## config.mk

```make
export PLATFORM = sky130hd
export DESIGN_NAME = host_label_splitter_flat
export DESIGN_NICKNAME = d
export VERILOG_FILES = /design/src/rtl/hls_pkg.sv /design/src/rtl/hls_req_if.sv /design/src/rtl/hls_rsp_if.sv /design/src/rtl/hls_scan.sv /design/src/rtl/hls_classify.sv /design/src/rtl/host_label_splitter.sv /design/src/flat_wrapper.sv
export SDC_FILE = /design/constraint.sdc
export NUM_CORES = 1
export LEC_CHECK = 0
export BUFFER_PORTS_ARGS = -buffer_cell sky130_fd_sc_hd__clkbuf_2
export CORE_UTILIZATION = 30
export DETAILED_ROUTE_END_ITERATION = 7
export PLACE_DENSITY = 0.57
export SYNTH_ARGS = -nofsm -noshare
export SYNTH_HDL_FRONTEND = slang
export SYNTH_SLANG_ARGS = --single-unit
```

## constraint.sdc

```tcl
create_clock -name clock -period 4.84 [get_ports clock]
set_clock_uncertainty 0.2 [all_clocks]
set_input_delay 0.484 -clock clock [delete_from_list [all_inputs] [get_ports clock]]
set_output_delay 0.484 -clock clock [all_outputs]
set_load 0.02 [all_outputs]
```

## src/rtl/hls_pkg.sv

```systemverilog
// Package for the host label splitter: constants, codes, state and result types,
// and the label classification functions. It depends on nothing else.
`timescale 1ns / 1ps
`default_nettype none
package hls_pkg;

   localparam int MAX_DOTS = 7;
   localparam int DOT_W = $clog2(MAX_DOTS + 2);
   localparam int COUNTRY_NUM = 12;
   localparam int GENERIC_NUM = 6;

   localparam logic [7:0] CHAR_DOT = 8'h2E;
   localparam logic [7:0] CHAR_STAR = 8'h2A;
   localparam logic [23:0] HEAD_COM = 24'h636f6d;
   localparam logic [23:0] HEAD_CN = 24'h636e00;

   localparam logic [2:0] STATUS_OK = 3'd0;
   localparam logic [2:0] STATUS_EDGE = 3'd1;
   localparam logic [2:0] STATUS_MANY_DOTS = 3'd2;
   localparam logic [2:0] STATUS_NO_DOT = 3'd3;
   localparam logic [2:0] STATUS_EMPTY = 3'd4;

   localparam logic [1:0] SEL_COM = 2'd0;
   localparam logic [1:0] SEL_CN = 2'd1;
   localparam logic [1:0] SEL_COM_CN = 2'd2;
   localparam logic [1:0] SEL_NONE = 2'd3;

   localparam logic [15:0] COUNTRY_HEADS [COUNTRY_NUM] = '{
      16'h636e, 16'h7573, 16'h756b, 16'h6b72, 16'h6a70, 16'h6575,
      16'h6672, 16'h686b, 16'h7477, 16'h696f, 16'h6974, 16'h6d6f
   };
   localparam logic [23:0] GENERIC_HEADS [GENERIC_NUM] = '{
      24'h636f6d, 24'h6e6574, 24'h6f7267, 24'h676f76, 24'h656475, 24'h62697a
   };

   typedef struct packed {
      logic [7:0]       byte_count;
      logic [DOT_W-1:0] dot_count;
      logic             first_was_dot;
      logic             prev_was_dot;
      logic             empty_seen;
      logic [7:0]       cur_len;
      logic [23:0]      cur_head;
      logic [7:0]       prev_len;
      logic [23:0]      prev_head;
      logic [7:0]       prev2_len;
      logic [7:0]       star_flags;
   } hls_state_type;

   typedef struct packed {
      logic [2:0] status;
      logic [3:0] label_total;
      logic       merged;
      logic [1:0] table_select;
      logic [7:0] top_label_len;
      logic [7:0] key_label_len;
      logic [7:0] wildcard_mask;
   } hls_result_type;

   function automatic logic is_star(input logic [7:0] len, input logic [23:0] head);
      return (len == 8'd1) && (head[23:16] == CHAR_STAR);
   endfunction

   function automatic logic is_country(input logic [7:0] len, input logic [23:0] head);
      logic hit;
      hit = 1'b0;
      for (int i = 0; i < COUNTRY_NUM; i++) begin
         if (head == {COUNTRY_HEADS[i], 8'h00}) hit = 1'b1;
      end
      return (len == 8'd2) && hit;
   endfunction

   function automatic logic is_generic(input logic [7:0] len, input logic [23:0] head);
      logic hit;
      hit = 1'b0;
      for (int i = 0; i < GENERIC_NUM; i++) begin
         if (head == GENERIC_HEADS[i]) hit = 1'b1;
      end
      return (len == 8'd3) && hit;
   endfunction

endpackage
`default_nettype wire

```

## src/rtl/hls_req_if.sv

```systemverilog
// Input channel of the host label splitter: valid, ready, one name byte and a last-byte flag.
// It depends on nothing else.
`timescale 1ns / 1ps
`default_nettype none
interface hls_req_if;
   logic       valid;
   logic       ready;
   logic [7:0] host_byte;
   logic       last_byte;

   modport source (output valid, output host_byte, output last_byte, input ready);
   modport sink (input valid, input host_byte, input last_byte, output ready);
endinterface
`default_nettype wire

```

## src/rtl/hls_rsp_if.sv

```systemverilog
// Result channel of the host label splitter: valid, ready and the split result.
// It depends on nothing else.
`timescale 1ns / 1ps
`default_nettype none
interface hls_rsp_if;
   logic       valid;
   logic       ready;
   logic [2:0] status;
   logic [3:0] label_total;
   logic       merged;
   logic [1:0] table_select;
   logic [7:0] top_label_len;
   logic [7:0] key_label_len;
   logic [7:0] wildcard_mask;

   modport source (output valid, output status, output label_total, output merged,
                   output table_select, output top_label_len, output key_label_len,
                   output wildcard_mask, input ready);
   modport sink (input valid, input status, input label_total, input merged,
                 input table_select, input top_label_len, input key_label_len,
                 input wildcard_mask, output ready);
endinterface
`default_nettype wire

```

## src/rtl/hls_scan.sv

```systemverilog
// Running scan state of the host label splitter, updated once per accepted byte.
// It depends on hls_pkg.
`timescale 1ns / 1ps
`default_nettype none
module hls_scan (
   input  wire logic                  clock,
   input  wire logic                  reset,
   input  wire logic                  accept,
   input  wire logic [7:0]            host_byte,
   input  wire logic                  last_byte,
   output hls_pkg::hls_state_type     state_next,
   output logic                       dot_seen
);
   import hls_pkg::*;

   hls_state_type state_ff;
   hls_state_type state_in;

   assign dot_seen = (host_byte == CHAR_DOT);
   assign state_next = state_in;

   always_comb begin
      state_in = state_ff;
      if (dot_seen) begin
         if (state_ff.byte_count == 8'd0) state_in.first_was_dot = 1'b1;
         if (state_ff.prev_was_dot) state_in.empty_seen = 1'b1;
         state_in.star_flags = {state_ff.star_flags[6:0],
                                is_star(state_ff.cur_len, state_ff.cur_head)};
         state_in.prev2_len = state_ff.prev_len;
         state_in.prev_len = state_ff.cur_len;
         state_in.prev_head = state_ff.cur_head;
         state_in.cur_len = 8'd0;
         state_in.cur_head = 24'd0;
         if (state_ff.dot_count <= DOT_W'(MAX_DOTS)) begin
            state_in.dot_count = state_ff.dot_count + 1'b1;
         end
      end else begin
         if (state_ff.cur_len < 8'd3) begin
            case (state_ff.cur_len[1:0])
               2'd0: state_in.cur_head[23:16] = host_byte;
               2'd1: state_in.cur_head[15:8] = host_byte;
               default: state_in.cur_head[7:0] = host_byte;
            endcase
         end
         if (state_ff.cur_len != 8'd255) state_in.cur_len = state_ff.cur_len + 8'd1;
      end
      state_in.prev_was_dot = dot_seen;
      if (state_ff.byte_count != 8'd255) state_in.byte_count = state_ff.byte_count + 8'd1;
   end

   always_ff @(posedge clock) begin
      if (reset) begin
         state_ff <= '0;
      end else if (accept) begin
         state_ff <= last_byte ? '0 : state_in;
      end
   end

endmodule
`default_nettype wire

```

## src/rtl/hls_classify.sv

```systemverilog
// Checks and classification of a completed host name from its final scan state.
// It depends on hls_pkg.
`timescale 1ns / 1ps
`default_nettype none
module hls_classify (
   input  wire hls_pkg::hls_state_type state,
   input  wire logic                   dot_seen,
   output hls_pkg::hls_result_type     result
);
   import hls_pkg::*;

   logic [2:0]     status;
   logic           cur_star;
   logic           do_merge;
   logic [DOT_W:0] count_plus;

   assign cur_star = is_star(state.cur_len, state.cur_head);
   assign do_merge = is_country(state.cur_len, state.cur_head)
                     && is_generic(state.prev_len, state.prev_head);
   assign count_plus = {1'b0, state.dot_count} + 1'b1;

   always_comb begin
      if (state.byte_count < 8'd3 || state.first_was_dot || dot_seen) begin
         status = STATUS_EDGE;
      end else if (state.dot_count > DOT_W'(MAX_DOTS)) begin
         status = STATUS_MANY_DOTS;
      end else if (state.dot_count == '0) begin
         status = STATUS_NO_DOT;
      end else if (state.empty_seen) begin
         status = STATUS_EMPTY;
      end else begin
         status = STATUS_OK;
      end
   end

   always_comb begin
      result = '0;
      result.status = status;
      result.table_select = SEL_NONE;
      if (status == STATUS_OK) begin
         if (do_merge) begin
            result.merged = 1'b1;
            result.label_total = 4'(state.dot_count);
            result.top_label_len = 8'd6;
            result.key_label_len = state.prev2_len;
            result.wildcard_mask = state.star_flags;
            if (state.cur_head == HEAD_CN && state.prev_head == HEAD_COM) begin
               result.table_select = SEL_COM_CN;
            end
         end else begin
            result.label_total = 4'(count_plus);
            result.top_label_len = state.cur_len;
            result.key_label_len = state.prev_len;
            result.wildcard_mask = {state.star_flags[6:0], cur_star};
            if (state.cur_len == 8'd3 && state.cur_head == HEAD_COM) begin
               result.table_select = SEL_COM;
            end else if (state.cur_len == 8'd2 && state.cur_head == HEAD_CN) begin
               result.table_select = SEL_CN;
            end
         end
      end
   end

endmodule
`default_nettype wire

```

## src/rtl/host_label_splitter.sv

```systemverilog
// Top level of the host label splitter: byte scan, classification, result register.
// It depends on hls_pkg, hls_req_if, hls_rsp_if, hls_scan and hls_classify.
//
//   channel   direction  moves per transaction
//   req_chan  in         host_byte, last_byte
//   rsp_chan  out        status, counts, merge flag, table select, lengths, mask
//
// One byte is taken per cycle while req_chan ready is high; the result of a name is
// registered at the edge that accepts its last byte and shows on rsp_chan in the
// next cycle. Reset clears the scan state and the result valid flag; the state also
// clears after every last byte. While a result waits unaccepted, req_chan ready is
// low for every byte; it is high again in the cycle that the result is taken.
`timescale 1ns / 1ps
`default_nettype none
module host_label_splitter (
   input wire logic clock,
   input wire logic reset,
   hls_req_if.sink   req_chan,
   hls_rsp_if.source rsp_chan
);
   import hls_pkg::*;

   hls_state_type  state_next;
   hls_result_type result;
   hls_result_type rsp_data_ff;
   logic           rsp_valid_ff;
   logic           rsp_valid_in;
   logic           dot_seen;
   logic           accept;
   logic           finish;

   assign req_chan.ready = !rsp_valid_ff || rsp_chan.ready;
   assign accept = req_chan.valid && req_chan.ready;
   assign finish = accept && req_chan.last_byte;

   hls_scan u_scan (
      .clock      (clock),
      .reset      (reset),
      .accept     (accept),
      .host_byte  (req_chan.host_byte),
      .last_byte  (req_chan.last_byte),
      .state_next (state_next),
      .dot_seen   (dot_seen)
   );

   hls_classify u_classify (
      .state    (state_next),
      .dot_seen (dot_seen),
      .result   (result)
   );

   assign rsp_valid_in = finish ? 1'b1 : (rsp_chan.ready ? 1'b0 : rsp_valid_ff);

   always_ff @(posedge clock) begin
      if (reset) begin
         rsp_valid_ff <= 1'b0;
      end else begin
         rsp_valid_ff <= rsp_valid_in;
      end
   end

   always_ff @(posedge clock) begin
      if (finish) begin
         rsp_data_ff <= result;
      end
   end

   assign rsp_chan.valid = rsp_valid_ff;
   assign rsp_chan.status = rsp_data_ff.status;
   assign rsp_chan.label_total = rsp_data_ff.label_total;
   assign rsp_chan.merged = rsp_data_ff.merged;
   assign rsp_chan.table_select = rsp_data_ff.table_select;
   assign rsp_chan.top_label_len = rsp_data_ff.top_label_len;
   assign rsp_chan.key_label_len = rsp_data_ff.key_label_len;
   assign rsp_chan.wildcard_mask = rsp_data_ff.wildcard_mask;

endmodule
`default_nettype wire

```

## src/flat_wrapper.sv

```systemverilog
// flat-port wrapper written by rule: the top's interface ports become plain ports
module host_label_splitter_flat import hls_pkg::*;
  (clock, reset, req_chan_valid, req_chan_host_byte, req_chan_last_byte, req_chan_ready, rsp_chan_valid, rsp_chan_status, rsp_chan_label_total, rsp_chan_merged, rsp_chan_table_select, rsp_chan_top_label_len, rsp_chan_key_label_len, rsp_chan_wildcard_mask, rsp_chan_ready);
  hls_req_if req_chan_i ();
  hls_rsp_if rsp_chan_i ();
  input wire logic clock;
  input wire logic reset;
  input wire logic [$bits(req_chan_i.valid)-1:0] req_chan_valid;
  input wire logic [$bits(req_chan_i.host_byte)-1:0] req_chan_host_byte;
  input wire logic [$bits(req_chan_i.last_byte)-1:0] req_chan_last_byte;
  output wire logic [$bits(req_chan_i.ready)-1:0] req_chan_ready;
  output wire logic [$bits(rsp_chan_i.valid)-1:0] rsp_chan_valid;
  output wire logic [$bits(rsp_chan_i.status)-1:0] rsp_chan_status;
  output wire logic [$bits(rsp_chan_i.label_total)-1:0] rsp_chan_label_total;
  output wire logic [$bits(rsp_chan_i.merged)-1:0] rsp_chan_merged;
  output wire logic [$bits(rsp_chan_i.table_select)-1:0] rsp_chan_table_select;
  output wire logic [$bits(rsp_chan_i.top_label_len)-1:0] rsp_chan_top_label_len;
  output wire logic [$bits(rsp_chan_i.key_label_len)-1:0] rsp_chan_key_label_len;
  output wire logic [$bits(rsp_chan_i.wildcard_mask)-1:0] rsp_chan_wildcard_mask;
  input wire logic [$bits(rsp_chan_i.ready)-1:0] rsp_chan_ready;
  assign req_chan_i.valid = req_chan_valid;
  assign req_chan_i.host_byte = req_chan_host_byte;
  assign req_chan_i.last_byte = req_chan_last_byte;
  assign req_chan_ready = req_chan_i.ready;
  assign rsp_chan_valid = rsp_chan_i.valid;
  assign rsp_chan_status = rsp_chan_i.status;
  assign rsp_chan_label_total = rsp_chan_i.label_total;
  assign rsp_chan_merged = rsp_chan_i.merged;
  assign rsp_chan_table_select = rsp_chan_i.table_select;
  assign rsp_chan_top_label_len = rsp_chan_i.top_label_len;
  assign rsp_chan_key_label_len = rsp_chan_i.key_label_len;
  assign rsp_chan_wildcard_mask = rsp_chan_i.wildcard_mask;
  assign rsp_chan_i.ready = rsp_chan_ready;
  host_label_splitter u_core (.clock(clock), .reset(reset), .req_chan(req_chan_i), .rsp_chan(rsp_chan_i));
endmodule
```

==> results.cfg, run 1 <==
[routing]
initialDrtViolationCount = 686
drt-wirelength-per-cell_um = 18.4
routed-via-count = 6454
drc = 0
drt-pass1-iter-count = 6
routed_wirelength_um = 20800
routed_via_density = 5.70
drtAntennaViolNets = 0

[cells_and_area]
final_common_cell = nor2_1
final_cell_mix = nor2_1, dfxtp_1, a22oi_1
synthToLayoutAreaGrowth_pct = 16.0
nFillCells = 2334
diodes = 0
drive_above_1_share_pct = 13.8
finish.net_count = 856

[setup_path]
worst_ep_required_time_ns = 4.75
cp-start-kind = flip-flop
regToRegStartpoint = u_core.u_scan.state_ff[72]
crit_buf_inv = 1
path_depth_of_the_worst_reg2reg_path = 10
crit_path_dat_ns = 4.33
worstPathMaxFanout = 12
critPathKind = reg2reg
critical_path.slowest_cell = nor4_1
critical_path.top_delay_family = simple AND/OR/NAND/NOR gates
timing.rr.end = u_core.rsp_chan.key_label_len[1]
path_cells = inv_1 > ha_1 > nor2_1 > nand3_2 > or3_1 > a2111o_1 > or4_1 > or4_1 > nor4_1 > a211oi_1
critPathCaptureType = flip-flop
cpPeakStageDelay_ns = 0.67
worstSetupStartpoint = u_core.u_scan.state_ff[72]
worst_path_most_repeated_cell = or4_1
r2r_slack_ns = 0.42

[timing]
worst_pin_slew_ns = 1.02
report.final.setup_viol = 0
clock.fmax_ghz = 0.226
max-slew-margin-rel_pct = 31.8
maxSlewViolCount = 0
timing.setup.tns_ns = 0
layout_worst_path_cycle_share_pct = 91.3
rsz_0062_raised_after_global_routing = false
number_of_failing_hold_endpoints_at_the_final_stage = 0
fin_crit_ns = 4.42

[clock_network]
post-cts-setup-buffers = 0
cts_hold_buffers = 0
cts_tree = built
clk_root_buffer_cell = clkbuf_16
cts-root-to-sink-buffers = 2
htreeDepth = 4
cts.repair.resized = 0
tritoncts.num_buffers = 17
clk_latency_ns = 0.41
clkSlewWorstSetupHoldPaths_ns = 0.06
clock-sinks = 130

[yosys]
yosys.area_share.simple_pct = 27.5
synth-compound-area-share_pct = 20.5
synth_area_per_cell_um2 = 8.51
synth-edff-count = 34
yosys_register_bits = 130
synth.cell_area_mm2 = 0.00690
yosys.cell_types.count = 66
syn_inst = 811
synth_top_family_by_area = simple AND/OR/NAND/NOR gates
synth_ff_type = dfxtp_1
syn-num-nets = 832
synth.area.mux_share_pct = 2.52
synthesis.yosys.warnings = 0
ys_async_sr_fraction_pct = 0
ys_seq_area_share_pct = 42.7
synth-adder-area-share_pct = 1.45
xor_xnor_portion_of_the_synthesized_cell_area_pct = 0.889

[power_and_ir_drop]
cellPowerDensity_mw_per_mm2 = 324
vdd_ir_drop_max_uv = 255
leak_nw = 2.75
p_total_mw = 2.59

[placed_design]
globalplace.congestion = 0.920
hpwlAfterDp_um = 14200
placement.io_buffers = 48

[grt]
grt_start_max_net_pins = 49
initial_antenna_violation_count = 0
via_count_of_the_first_global_routing_pass = 5902
overflow = 0
grt_util_all_layers_pct = 17.9
grt_pass1_wl_um = 33500

[floorplanning]
floorplan.core_area_mm2 = 0.0226
die_height_um = 154
boundaryPins = 49
die_outline_width_um = 154
initial_core_utilization_pct = 30.6
fp.dieArea_mm2 = 0.0236
fp-row-count = 55

[run]
drv_cap = 0

[hold_path]
hold_start = req_chan_host_byte[4]
hold-path-cell-count = 3
timing.hold.worst.class = in2reg
worstHoldEndpoint = u_core.u_scan.state_ff[60]

[status]
outcome = complete, no violations
-- per-layer routing --
layer	global-route usage [%]	part of all wire [%]	vias up
li1	-	-	3100
met1	24.8	46	3068
met2	28.4	46	255
met3	2.90	5.7	31
met4	6.05	2.0	0
met5	0	0	-
-- synth_stat cells (all sizes together), types with 4 or more instances --
| cell type | n | share of area [%] |
|---|---|---|
| a211oi | 4 | 0.44 |
| a21oi | 53 | 3.8 |
| a22oi | 79 | 8.6 |
| a31oi | 9 | 0.82 |
| a32oi | 4 | 0.51 |
| a41oi | 5 | 0.63 |
| and3 | 11 | 1.0 |
| buf | 7 | 0.63 |
| clkbuf | 58 | 3.2 |
| dfxtp | 96 | 28 |
| edfxtp | 34 | 15 |
| ha | 8 | 1.5 |
| inv | 13 | 0.71 |
| mux2i | 14 | 2.0 |
| nand2 | 44 | 2.4 |
| nand2b | 11 | 1.0 |
| nand3 | 27 | 2.0 |
| nand3b | 5 | 0.54 |
| nand4 | 14 | 1.3 |
| nand4b | 7 | 0.89 |
| nor2 | 136 | 7.4 |
| nor2b | 5 | 0.45 |
| nor3 | 34 | 2.5 |
| nor3b | 9 | 0.98 |
| nor4 | 20 | 2.0 |
| nor4b | 7 | 1.1 |
| o211ai | 4 | 0.44 |
| o21ai | 17 | 1.2 |
| o31ai | 6 | 0.65 |
| or3 | 7 | 0.63 |
| or4 | 9 | 0.98 |
| xnor2 | 4 | 0.51 |
-- worst reg2reg max path: cells and delay by family (launching register included) --
kind,cells,cell delay [ns]
adder cells (fa/ha/maj),1,0.26
buffers and inverters,1,0.09
AND/OR/NAND/NOR,6,2.37
flip-flops,1,0.57
AO/OA/AOI/OAI,2,0.64
-- worst max path at each step --
stage | endpoint | slack [ns] | depth (start not counted)
5_1_grt | u_core.rsp_chan.key_label_len[4] | 0.22 | 11
6_report | u_core.rsp_chan.key_label_len[1] | 0.42 | 10
3_3_place_gp | u_core.rsp_chan.key_label_len[0] | 0.46 | 10
2_1_floorplan | u_core.rsp_chan.table_select[0] | 0.70 | 14
3_5_place_dp | u_core.rsp_chan.key_label_len[1] | 0.48 | 10
4_1_cts | u_core.rsp_chan.key_label_len[1] | 0.45 | 10
-- registers in the layout, indices dropped and copies added (netlist names) --
register / cells
u_core.u_scan.state_ff: 95
u_core.rsp_chan.key_label_len: 8
u_core.rsp_chan.top_label_len: 8
u_core.rsp_chan.wildcard_mask: 8
u_core.rsp_chan.label_total: 4
u_core.rsp_chan.status: 3
u_core.rsp_chan.table_select: 2
u_core.rsp_chan.merged: 1
u_core.rsp_chan.valid: 1
-- area by class of cell --
| class | count | area [um2] | area share, % |
|---|---|---|---|
| Sequential cell | 130 | 2940 | 36.8 |
| Multi-Input combinational cell | 603 | 3650 | 45.6 |
| Tap cell | 285 | 357 | 4.46 |
| Timing Repair Buffer | 70 | 418 | 5.22 |
| Clock inverter | 14 | 154 | 1.92 |
| Inverter | 13 | 48.8 | 0.610 |
| Clock buffer | 18 | 429 | 5.36 |
-- stage by stage --
stage,setup WS [ns],area (um2),instances,util (%),hold slack [ns]
after floorplan,0.702,6900,811,-,0.238
final,0.420,8000,1133,35.4,0.246
after global routing,0.223,8000,1133,35.4,0.252
after detailed placement,0.480,7420,1101,32.9,0.268
after global placement,0.464,7420,1101,32.9,0.260
after CTS,0.451,8000,1133,35.4,0.228
-- cell families after synthesis --
logic type	count (synthesis)
AO/OA/AOI/OAI	207
flip-flops	130
multiplexers	17
XOR/XNOR	7
adder cells (fa/ha/maj)	8
AND/OR/NAND/NOR	364
buffers and inverters	78
-- where the power goes --
part	internal [mW]	switching (mW)
clock	0.767	0.506
sequential	1.13	0.0164
combinational	0.0503	0.123
Note: power is estimated with default switching activity, not from simulation.
==> run 2, diff against run 1 <==
--- a/config.mk
+++ b/config.mk
@@ -5,6 +5,7 @@
 export SDC_FILE = /design/constraint.sdc
 export NUM_CORES = 1
 export LEC_CHECK = 0
+export ABC_AREA = 1
 export BUFFER_PORTS_ARGS = -buffer_cell sky130_fd_sc_hd__clkbuf_2
 export CORE_UTILIZATION = 30
 export DETAILED_ROUTE_END_ITERATION = 7
==> run 2 against run 1 <==
Compared with the run above:
- sequential share of layout area shrank 1.9 points
- worst hold slack lost 0.042 ns
- combinational power grew 17%
- sequential power is essentially flat
- synthesized cell count grew 41%
- total power shrank 0.11%
- largest cell class unchanged
- largest power group unchanged
==> results.cfg, run 2 <==
[status]
outcome = complete, no violations

[setup_path]
r2r_slack_ns = 1.08
cp-start-kind = flip-flop
critPathCaptureType = flip-flop
critPathKind = reg2reg
crit_path_dat_ns = 3.74
worstPathMaxFanout = 18
regToRegStartpoint = u_core.u_scan.state_ff[73]
worst_ep_required_time_ns = 4.82
worstSetupStartpoint = u_core.u_scan.state_ff[73]
path_depth_of_the_worst_reg2reg_path = 17
timing.rr.end = u_core.rsp_chan.label_total[1]

[cells_and_area]
nFillCells = 2697
final-instance-count-excl-fill = 1504
multi_input_logic_area_mm2 = 0.00379
max_ffs_per_register = 95
final-seq-area_mm2 = 0.00294
diodes = 0
final_cell_mix = nand2_1, nor2_1, inv_1
synthToLayoutAreaGrowth_pct = 14.0
postLayoutCoreUtil_pct = 34.8
final_common_cell = nand2_1
drive_above_1_share_pct = 9.49
regMostFlops = u_core.u_scan.state_ff
finish.net_count = 1188

[yosys]
syn-num-nets = 1165
synth_area_leader_cell = dfxtp_1
ys_seq_area_share_pct = 39.8
synth.cell_area_mm2 = 0.00739
synth_ff_type = dfxtp_1
synth_top_cells_by_area = dfxtp_1, nand2_1, edfxtp_1
syn_inst = 1144
synthesis.yosys.warnings = 0
yosys_register_bits = 130
synth_top_area_share_pct = 26.0
ys_async_sr_fraction_pct = 0
ys_top_cells_by_count = nand2_1, nor2_1, inv_1
synth-edff-count = 34
synth_area_per_cell_um2 = 6.46
yosys.cell_types.count = 40
synth_most_common_cell = nand2_1

[hold_path]
hold-path-cell-count = 4
hold_start = rsp_chan_ready
timing.hold.worst.class = in2reg
worstHoldEndpoint = u_core.rsp_chan.valid

[timing]
worst_pin_slew_ns = 1.01
final.setup.worst_slack_ns = 1.08
timing.setup.tns_ns = 0
clock.fmax_ghz = 0.266
report.final.setup_viol = 0
maxSlewViolCount = 0
rsz_0062_raised_after_global_routing = false
layout_worst_path_cycle_share_pct = 77.7
number_of_failing_hold_endpoints_at_the_final_stage = 0
fin_crit_ns = 3.76
max-slew-margin-rel_pct = 32.6

[grt]
grt_pass1_wl_um = 32700
overflow = 0
initial_antenna_violation_count = 0
grt_util_all_layers_pct = 16.2
via_count_of_the_first_global_routing_pass = 6283
grt_start_max_net_pins = 91

[run]
drv_cap = 0

[floorplanning]
floorplan.core_area_mm2 = 0.0242
die_outline_width_um = 159
die_height_um = 159
initial_core_utilization_pct = 30.5
fp.dieArea_mm2 = 0.0253
boundaryPins = 49
fp-row-count = 57

[power_and_ir_drop]
p_total_mw = 2.59
cellPowerDensity_mw_per_mm2 = 307
vdd_ir_drop_max_uv = 201
leak_nw = 3.42

[clock_network]
cts_hold_buffers = 0
cts-root-to-sink-buffers = 2
clk_latency_ns = 0.43
htreeDepth = 4
clock-sinks = 130
cts.repair.resized = 0
cts_tree = built
post-cts-setup-buffers = 0
tritoncts.num_buffers = 17
clk_root_buffer_cell = clkbuf_16
clkSlewWorstSetupHoldPaths_ns = 0.07

[routing]
routed_wirelength_um = 20400
drt-pass1-iter-count = 5
drtAntennaViolNets = 0
drt-wirelength-per-cell_um = 13.5
initialDrtViolationCount = 519
routed-via-count = 7168
drc = 0
routed_via_density = 4.77

[placed_design]
placed_cells_incl_taps = 1472
globalplace.congestion = 0.847
placement.io_buffers = 48
pre_cts_ws_ns = 0.736
hpwlAfterDp_um = 14000
-- run 2: changes by cell type after synthesis, sizes merged, moves of 10 or more --
| cell | previous run | this run |
|---|---|---|
| a21oi | 53 | 94 |
| nor3 | 34 | 16 |
| o21ai | 17 | 57 |
| nand2b | 11 | 0 |
| nor2 | 136 | 121 |
| a22oi | 79 | 0 |
| nand3 | 27 | 65 |
| and3 | 11 | 1 |
| mux2i | 14 | 1 |
| nor4 | 20 | 5 |
| clkbuf | 58 | 31 |
| inv | 13 | 116 |
| nand2 | 44 | 433 |
| buf | 7 | 21 |
-- run 2: area by class of cell --
cell class / count / share of cell area, %
multi-input cells: 845 / 44.9
flip-flops and latches: 130 / 34.9
clock buffers: 21 / 5.34
inverters: 117 / 5.21
well taps: 324 / 4.81
repair buffers: 56 / 3.56
clock inverters: 11 / 1.25
-- run 2: kinds of logic (layout without fill, tap and decap cells) --
logic type	Yosys count	after routing	share of synthesized area [%]
simple gates	660	660	36.6
mux	1	1	0.135
buf+inv	169	205	9.31
xor+xnor	7	7	0.829
flops	130	130	39.8
compound gates	169	169	12.0
fa+ha+maj	8	8	1.35
-- run 2: worst max path at each step --
stage,end,slack [ns],cells past startpoint
after floorplan,u_core.rsp_chan.key_label_len[0],1.75,5
after global placement,u_core.rsp_chan.table_select[0],0.76,16
after detailed placement,u_core.rsp_chan.table_select[0],0.74,16
after CTS,u_core.rsp_chan.label_total[1],1.14,17
after global routing,u_core.rsp_chan.wildcard_mask[5],0.76,17
final,u_core.rsp_chan.label_total[1],1.08,17
-- run 2: through the flow --
stage	instance area, um2	hold WS, ns
after global placement	7870	0.253
final	8430	0.203
after floorplan	7390	0.242
after CTS	8430	0.194
after global routing	8430	0.228
after detailed placement	7870	0.257
-- run 2: where the power goes --
group          internal (mW)  switching [mW]  total, mW
logic                 0.0506           0.153      0.203
clock network          0.724           0.520       1.24
registers               1.13          0.0106       1.14
-- run 2: routing by layer --
metal	share of wire (%)	GRT usage, %
met5	0	0
met4	1.4	5.24
met3	4.9	2.63
met2	45	25.4
met1	49	22.7
-- run 2: worst max-delay path, stage by stage (launching register included) --
cell,delay (ns)
dfxtp_1,0.38
inv_1,0.11
ha_1,0.57
o21ai_0,0.19
nand2_1,0.09
o21ai_0,0.14
o21ai_0,0.47
nand3_1,0.16
nor3_1,0.17
nor2_1,0.07
nand2_1,0.07
nand2_1,0.05
nand2_1,0.11
nand2_2,0.13
nand2_2,0.30
inv_2,0.16
nand2_1,0.09
nand2_1,0.06
